==> src/hdl/cfd_pkg.sv <==
package cfd_pkg;

  localparam int MAX_PREFIX_DEF = 8;

  localparam logic [7:0] CHAR_ZERO  = 8'h30;
  localparam logic [7:0] CHAR_NINE  = 8'h39;
  localparam logic [7:0] CHAR_COMMA = 8'h2C;
  localparam logic [7:0] CHAR_STAR  = 8'h2A;
  localparam logic [7:0] CRC_POLY   = 8'h07;

  // register indexes on the configuration port
  localparam logic [1:0] CFG_PREFIX_CHARS    = 2'd0;
  localparam logic [1:0] CFG_PREFIX_LENGTH   = 2'd1;
  localparam logic [1:0] CFG_MAX_PAYLOAD_LEN = 2'd2;

  localparam logic [63:0] PREFIX_CHARS_RST    = 64'd36;
  localparam logic [3:0]  PREFIX_LENGTH_RST   = 4'd1;
  localparam logic [15:0] MAX_PAYLOAD_LEN_RST = 16'd255;

  typedef enum logic [2:0] {
    PH_PREFIX  = 3'd0,
    PH_SEQ     = 3'd1,
    PH_PAYLOAD = 3'd2,
    PH_HEX1    = 3'd3,
    PH_HEX2    = 3'd4,
    PH_TAIL    = 3'd5
  } phase_t;

  typedef struct packed {
    logic [63:0] prefix_chars;
    logic [3:0]  prefix_length;
    logic [15:0] max_payload_len;
  } cfg_t;

  typedef struct packed {
    logic        payload_valid;
    logic [7:0]  payload_byte;
    logic        frame_done;
    logic        frame_ok;
    logic [15:0] sequence_res;
  } res_t;

  // one byte through crc-8, msb first
  function automatic logic [7:0] crc_step(input logic [7:0] crc, input logic [7:0] c);
    logic [7:0] r;
    r = crc ^ c;
    for (int b = 0; b < 8; b++) begin
      r = r[7] ? ((r << 1) ^ CRC_POLY) : (r << 1);
    end
    return r;
  endfunction

  // bit 4 set for a non-hex character
  function automatic logic [4:0] hex_value(input logic [7:0] c);
    logic [4:0] v;
    if (c >= CHAR_ZERO && c <= CHAR_NINE) begin
      v = {1'b0, 4'(c - CHAR_ZERO)};
    end else if (c >= 8'h41 && c <= 8'h46) begin
      v = {1'b0, 4'(c - 8'h37)};
    end else if (c >= 8'h61 && c <= 8'h66) begin
      v = {1'b0, 4'(c - 8'h57)};
    end else begin
      v = 5'h10;
    end
    return v;
  endfunction

endpackage

==> src/hdl/cfd_parse.sv <==
module cfd_parse #(
  parameter int MAX_PREFIX = cfd_pkg::MAX_PREFIX_DEF
) (
  input  logic          clk,
  input  logic          rst_n,
  input  logic          step_en,
  input  logic [7:0]    char_byte,
  input  logic          line_end,
  input  cfd_pkg::cfg_t cfg,
  output cfd_pkg::res_t res
);
  import cfd_pkg::*;

  localparam int PW = $clog2(MAX_PREFIX + 1);

  phase_t      phase_r, phase_nxt, work_phase;
  logic [PW-1:0] pos_r, pos_nxt, plen, pos_inc;
  logic [15:0] seq_r, seq_nxt;
  logic        digit_r, digit_nxt;
  logic [7:0]  crc_r, crc_nxt;
  logic [7:0]  rcrc_r, rcrc_nxt;
  logic [16:0] cnt_r, cnt_nxt, cnt_inc;
  logic        failed_r, failed_nxt;
  logic        first_r, first_nxt;
  logic [2:0]  want_idx;
  logic [7:0]  want;
  logic [19:0] acc;
  logic [4:0]  hex;
  logic        ok;

  assign plen     = (cfg.prefix_length > MAX_PREFIX) ? PW'(MAX_PREFIX) : PW'(cfg.prefix_length);
  assign pos_inc  = pos_r + 1'b1;
  assign want_idx = 3'(pos_r);
  assign want     = cfg.prefix_chars[8*want_idx +: 8];
  assign acc      = ({4'b0, seq_r} << 3) + ({4'b0, seq_r} << 1) + 20'(8'(char_byte - CHAR_ZERO));
  assign cnt_inc  = cnt_r + 17'd1;
  assign hex      = hex_value(char_byte);
  assign ok       = !failed_r && (phase_r == PH_TAIL) && (crc_r == rcrc_r);

  always_comb begin
    phase_nxt  = phase_r;
    pos_nxt    = pos_r;
    seq_nxt    = seq_r;
    digit_nxt  = digit_r;
    crc_nxt    = crc_r;
    rcrc_nxt   = rcrc_r;
    cnt_nxt    = cnt_r;
    failed_nxt = failed_r;
    first_nxt  = first_r;
    work_phase = phase_r;
    res        = '0;
    if (line_end || char_byte == 8'd0) begin
      res.frame_done   = 1'b1;
      res.frame_ok     = ok;
      res.sequence_res = ok ? seq_r : 16'd0;
      phase_nxt  = PH_PREFIX;
      pos_nxt    = '0;
      seq_nxt    = '0;
      digit_nxt  = 1'b0;
      crc_nxt    = '0;
      rcrc_nxt   = '0;
      cnt_nxt    = '0;
      failed_nxt = 1'b0;
      first_nxt  = 1'b0;
    end else begin
      // crc skips the first character and stops at the star
      if (first_r && (phase_r == PH_PREFIX || phase_r == PH_SEQ || phase_r == PH_PAYLOAD)
          && char_byte != CHAR_STAR) begin
        crc_nxt = crc_step(crc_r, char_byte);
      end
      first_nxt = 1'b1;
      if (!failed_r) begin
        if (phase_r == PH_PREFIX) begin
          if (pos_r < plen) begin
            if (char_byte != want) begin
              failed_nxt = 1'b1;
            end else begin
              pos_nxt = pos_inc;
              if (pos_inc >= plen) phase_nxt = PH_SEQ;
            end
          end else begin
            // empty prefix: this character already belongs to the sequence
            phase_nxt  = PH_SEQ;
            work_phase = PH_SEQ;
          end
        end
        unique case (work_phase)
          PH_PREFIX: begin
          end
          PH_SEQ: begin
            if (char_byte >= CHAR_ZERO && char_byte <= CHAR_NINE) begin
              seq_nxt   = acc[15:0];
              digit_nxt = 1'b1;
              if (acc > 20'hFFFF) failed_nxt = 1'b1;
            end else if (char_byte == CHAR_COMMA && digit_r) begin
              phase_nxt = PH_PAYLOAD;
            end else begin
              failed_nxt = 1'b1;
            end
          end
          PH_PAYLOAD: begin
            if (char_byte == CHAR_STAR) begin
              phase_nxt = PH_HEX1;
            end else begin
              cnt_nxt = cnt_inc;
              if (cnt_inc > {1'b0, cfg.max_payload_len}) begin
                failed_nxt = 1'b1;
              end else begin
                res.payload_valid = 1'b1;
                res.payload_byte  = char_byte;
              end
            end
          end
          PH_HEX1, PH_HEX2: begin
            if (hex[4]) begin
              failed_nxt = 1'b1;
            end else begin
              rcrc_nxt  = {rcrc_r[3:0], hex[3:0]};
              phase_nxt = (work_phase == PH_HEX1) ? PH_HEX2 : PH_TAIL;
            end
          end
          default: failed_nxt = 1'b1;
        endcase
      end
    end
  end

  always_ff @(posedge clk) begin
    if (!rst_n) begin
      phase_r  <= PH_PREFIX;
      pos_r    <= '0;
      seq_r    <= '0;
      digit_r  <= 1'b0;
      crc_r    <= '0;
      rcrc_r   <= '0;
      cnt_r    <= '0;
      failed_r <= 1'b0;
      first_r  <= 1'b0;
    end else if (step_en) begin
      phase_r  <= phase_nxt;
      pos_r    <= pos_nxt;
      seq_r    <= seq_nxt;
      digit_r  <= digit_nxt;
      crc_r    <= crc_nxt;
      rcrc_r   <= rcrc_nxt;
      cnt_r    <= cnt_nxt;
      failed_r <= failed_nxt;
      first_r  <= first_nxt;
    end
  end

endmodule

==> src/hdl/checksummed_line_frame_decoder.sv <==
// channel  | direction | handshake           | beat
// in_      | in        | in_valid/in_ready   | one character, or a line end
// out_     | out       | out_valid/out_ready | one result per input beat
// cfg_     | in        | cfg_we              | one register write, no wait
//
// one beat per cycle while out_ready stays high; a beat taken is offered as a result after the
// input register, one pass of parse logic, output register
// the line state advances only when a beat moves into the output register
// rst_n is synchronous; it clears the line state and loads register defaults
// a stalled output holds its beat while the input register keeps one more
module checksummed_line_frame_decoder #(
  parameter int MAX_PREFIX = cfd_pkg::MAX_PREFIX_DEF
) (
  input  logic        clk,
  input  logic        rst_n,
  // input channel
  input  logic        in_valid,
  output logic        in_ready,
  input  logic [7:0]  in_char_byte,
  input  logic        in_line_end,
  // result channel
  output logic        out_valid,
  input  logic        out_ready,
  output logic        out_payload_valid,
  output logic [7:0]  out_payload_byte,
  output logic        out_frame_done,
  output logic        out_frame_ok,
  output logic [15:0] out_sequence_res,
  // configuration
  input  logic        cfg_we,
  input  logic [1:0]  cfg_index,
  input  logic [63:0] cfg_data
);
  import cfd_pkg::*;

  // configuration registers
  cfg_t cfg_r;

  // input register
  logic       a_valid_r;
  logic [7:0] a_char_r;
  logic       a_end_r;

  // output register
  logic out_valid_r;
  res_t res_r;
  res_t res;

  logic advance;

  // a held beat moves on whenever the output register is free or drains
  assign advance  = a_valid_r && (!out_valid_r || out_ready);
  assign in_ready = !a_valid_r || advance;

  always_ff @(posedge clk) begin
    if (!rst_n) begin
      cfg_r.prefix_chars    <= PREFIX_CHARS_RST;
      cfg_r.prefix_length   <= PREFIX_LENGTH_RST;
      cfg_r.max_payload_len <= MAX_PAYLOAD_LEN_RST;
    end else if (cfg_we) begin
      unique case (cfg_index)
        CFG_PREFIX_CHARS:    cfg_r.prefix_chars    <= cfg_data;
        CFG_PREFIX_LENGTH:   cfg_r.prefix_length   <= cfg_data[3:0];
        CFG_MAX_PAYLOAD_LEN: cfg_r.max_payload_len <= cfg_data[15:0];
        default: ; // unused index, write dropped
      endcase
    end
  end

  // input stage
  always_ff @(posedge clk) begin
    if (!rst_n) begin
      a_valid_r <= 1'b0;
    end else if (in_ready) begin
      a_valid_r <= in_valid;
    end
  end

  always_ff @(posedge clk) begin
    if (in_valid && in_ready) begin
      a_char_r <= in_char_byte;
      a_end_r  <= in_line_end;
    end
  end

  // per-character parse, crc and line state
  cfd_parse #(
    .MAX_PREFIX(MAX_PREFIX)
  ) u_parse (
    .clk      (clk),
    .rst_n    (rst_n),
    .step_en  (advance),
    .char_byte(a_char_r),
    .line_end (a_end_r),
    .cfg      (cfg_r),
    .res      (res)
  );

  // output stage
  always_ff @(posedge clk) begin
    if (!rst_n) begin
      out_valid_r <= 1'b0;
    end else if (advance) begin
      out_valid_r <= 1'b1;
    end else if (out_ready) begin
      out_valid_r <= 1'b0;
    end
  end

  always_ff @(posedge clk) begin
    if (advance) begin
      res_r <= res;
    end
  end

  assign out_valid         = out_valid_r;
  assign out_payload_valid = res_r.payload_valid;
  assign out_payload_byte  = res_r.payload_byte;
  assign out_frame_done    = res_r.frame_done;
  assign out_frame_ok      = res_r.frame_ok;
  assign out_sequence_res  = res_r.sequence_res;

endmodule

==> config.mk <==
export PLATFORM = sky130hd
export DESIGN_NAME = checksummed_line_frame_decoder
export DESIGN_NICKNAME = d
export VERILOG_FILES = /design/src/hdl/cfd_pkg.sv /design/src/hdl/cfd_parse.sv /design/src/hdl/checksummed_line_frame_decoder.sv
export SDC_FILE = /design/constraint.sdc
export NUM_CORES = 1
export LEC_CHECK = 0
export ABC_AREA = 0
export ABC_CLOCK_PERIOD_IN_PS = 4400
export BUFFER_PORTS_ARGS = -buffer_cell sky130_fd_sc_hd__buf_2
export CAP_MARGIN = 20
export CORE_MARGIN = 2
export CORE_UTILIZATION = 59
export DETAILED_ROUTE_END_ITERATION = 10
export HOLD_SLACK_MARGIN = 0.12
export PLACE_DENSITY = 0.91
export SLEW_MARGIN = 25
export SYNTH_ARGS = -nofsm -noshare
export SYNTH_HDL_FRONTEND = slang
export SYNTH_SLANG_ARGS = --single-unit
==> constraint.sdc <==
create_clock -name clk -period 4.4 [get_ports clk]
set_input_delay 0.88 -clock clk [delete_from_list [all_inputs] [get_ports clk]]
set_output_delay 0.88 -clock clk [all_outputs]
set_load 0.02 [all_outputs]
==> flow_metrics.tcl <==
set metrics [dict create \
    dp_slack_ns 0.580 \
    cp_top_family "simple AND/OR/NAND/NOR gates" \
    die_area_um2 17700 \
    core_um2 16400 \
    fin_ws_ns 0.335 \
    fin_cells 1400 \
    cts_resized 0 \
    start_kind "flip-flop" \
    wl_mm 23.8 \
    fmax_mhz 246 \
    max_stage_delay_ns 0.75 \
    setup_violations 0 \
    whs_ns 0.457 \
    synth_top_area_share_pct 29.6 \
    hold_end "cfg_r[33]" \
    ctsHoldBuffers 0 \
    fillers 1209 \
    hold_depth 2 \
    gp_congestion 0.920 \
    hpwlAfterDp_mm 16.5 \
    antenna_found_initial 0 \
    fin_crit_ns 4.07 \
    yosys_most_used_dff "dfxtp_1" \
    max-cap-violations 0 \
    required_ns 4.71 \
    r2r_setup_slack_ns 0.33 \
    yosysTopAreaCell "dfxtp_1" \
    grt_usage_pct 27.5 \
    path_cells "ha_1, nand3_1, nor3_1, nand3_1, xnor2_1, ha_1, nand3_1, nand2_1, a2111o_1, a221oi_1, nor2_1, nor3_1, and2_1" \
    r2r-end "out_payload_byte[7]" \
    grt_pass1_vias 7930 \
    fp.dieH_um 133 \
    drt-wirelength-per-cell_um 17.0 \
    initialDrtViolationCount 728 \
    clkSlewWorstSetupHoldPaths_ns 0.08 \
    syn_avg_cell_area_um2 9.05 \
    h-tree-depth 4 \
    crit_slowest_cell "nor3_1" \
    cts.sinks 181 \
    ys_top_cells_by_area "dfxtp_1, edfxtp_1, ha_1" \
    io_pins 109 \
    ys_seq_elements 181 \
    initial_utilization_pct 59.8 \
    worst_pin_slew_ns 0.891 \
    rows 47 \
    setup_tns_ns 0 \
    hold_violations 0 \
    syn_inst 1085 \
    nets 1314 \
    drc 0 \
    crit_top_cell "nand3_1" \
    status "completed" \
    drv_slew 0 \
    dr.pass1.iters 5 \
    synthArstFlopShare_pct 0 \
    setup.worst_path.class "reg2reg" \
    synth-edff-count 36 \
    rsz0062_at_grt "false" \
    ys_warn_count 0 \
    synthMostInstantiatedCell "nand2_1" \
    critPathMaxFanout 8 \
    areaGrowthSynthToFinish_pct 13.0 \
    portBuffers 108 \
    ant_nets 0 \
    numCtsBuffers 17 \
    vias_per_cell 5.94 \
    r2r_start "u_parse.cnt_r[0]" \
    hp-class "reg2reg" \
    clk_latency_ns 0.44 \
    worst_setup_path_end_kind "flip-flop" \
    leakagePower_nw 4.55 \
    dp_cells 1368 \
    syn_area_um2 9820 \
    irDropWorstVdd_v 0.000298 \
    vias 8320 \
    ys_seq_area_share_pct 40.6 \
    overflow 0 \
    reg2reg_depth 13 \
    relSlewSlack_pct 40.5 \
    fp.dieW_um 133 \
    grt_max_degree 72 \
    hp-start "cfg_r[33]" \
    cts_setup_buffers 0 \
    crit_buf_inv 0 \
    clock_skew_ns 0.0103 \
    post-route-period-util_pct 92.4 \
    ys_types 72 \
    cp.arrival_ns 4.37 \
    cts_tree "yes" \
    cts_max_path_buffers 2 \
    clockRootBuffer "clkbuf_16" \
    synth_top_cells_by_count "nand2_1, dfxtp_1, a21oi_1, ha_1, nor2_1" \
    pwr_density_cell_nw_per_um2 328 \
    syn-num-nets 1232 \
    diodes 0 \
    grt_pass1_wl_mm 39.0 \
    layout-drive-gt1-share_pct 15.8 \
]
cells in the final DEF, fill, tap and decap left out, drive strengths merged, types with 5 or more instances in the layout:
master	instances
mux4	16
xnor2	48
nand2b	5
o211ai	10
mux2i	15
nand3	26
inv	56
nor4	12
xor2	20
ha	61
a21o	11
buf	118
a22o	8
dfxtp	145
a211oi	6
clkinv	10
o31ai	8
clkbuf	17
a31oi	7
a21oi	120
and3	8
nand2	191
nor2b	11
nor2	58
a22oi	18
nand4	6
fa	6
nand3b	10
nor3	16
edfxtp	36
and2	23
o21ai	28
o21bai	8
state kept, by name (all words and copies together), names as in the netlist:
name,flops
a_char_r,8
a_end_r,1
a_valid_r,1
cfg_r,84
out_frame_done,1
out_frame_ok,1
out_payload_byte,8
out_payload_valid,1
out_sequence_res,16
out_valid,1
u_parse.cnt_r,17
u_parse.crc_r,8
u_parse.digit_r,1
u_parse.failed_r,1
u_parse.first_r,1
u_parse.phase_r,3
u_parse.pos_r,4
u_parse.rcrc_r,8
u_parse.seq_r,16
tightest hold or removal path: cells and delay by family (launching register included):
kind	cells	cell delay, ns
AO/OA/AOI/OAI	1	0.05
flip-flops	1	0.31
AND/OR/NAND/NOR	1	0.05
worst max-delay path by stage:
stage | slack (ns) | from | end | cells after the start
after floorplan | 1.14 | u_parse.cnt_r[0] | out_payload_byte[6] | 13
after global placement | 0.76 | u_parse.cnt_r[0] | out_payload_byte[6] | 13
after detailed placement | 0.58 | u_parse.cnt_r[0] | out_payload_byte[7] | 13
after CTS | 0.43 | u_parse.cnt_r[0] | out_payload_byte[7] | 13
after global routing | 0.06 | u_parse.cnt_r[0] | out_payload_byte[7] | 13
final | 0.33 | u_parse.cnt_r[0] | out_payload_byte[7] | 13
cell type report:
class / instances / area, µm² / share of cell area [%]
Clock buffer: 17 / 425 / 3.83
Timing Repair Buffer: 118 / 616 / 5.55
Clock inverter: 15 / 189 / 1.70
Multi-Input combinational cell: 797 / 5420 / 48.8
Sequential cell: 181 / 3980 / 35.9
Inverter: 52 / 196 / 1.77
Tap cell: 220 / 275 / 2.48
metal layers:
metal,global-route usage [%],wire (µm),vias to the layer above
li1,-,-,3966
met5,0,0,-
met2,45.7,11400,377
met3,6.09,1850,51
met4,11.1,652,0
met1,34.9,9930,3926
per-stage QoR:
stage	total power [mW]	instance area [µm²]	utilization [%]
finish	3.64	11100	67.7
global route	3.76	11100	67.7
global placement	2.11	10500	63.9
floorplan	2.01	9820	-
CTS	3.65	11100	67.6
detailed placement	2.12	10500	63.9
cells by family after synthesis:
kind of cell,count (synthesis),synth area share (%)
AND/OR/NAND/NOR,389,19.1
multiplexers,34,5.70
adder cells (fa/ha/maj),67,9.00
XOR/XNOR,68,6.07
buffers and inverters,107,4.43
AO/OA/AOI/OAI,239,15.2
flip-flops,181,40.6
power breakdown:
group	total (mW)	leakage [nW]	internal, mW	switching [mW]
clock network	1.56	0.299	0.817	0.738
logic	0.323	2.73	0.124	0.199
registers	1.77	1.52	1.73	0.0331
No activity file was read; power rests on OpenSTA's default activity.
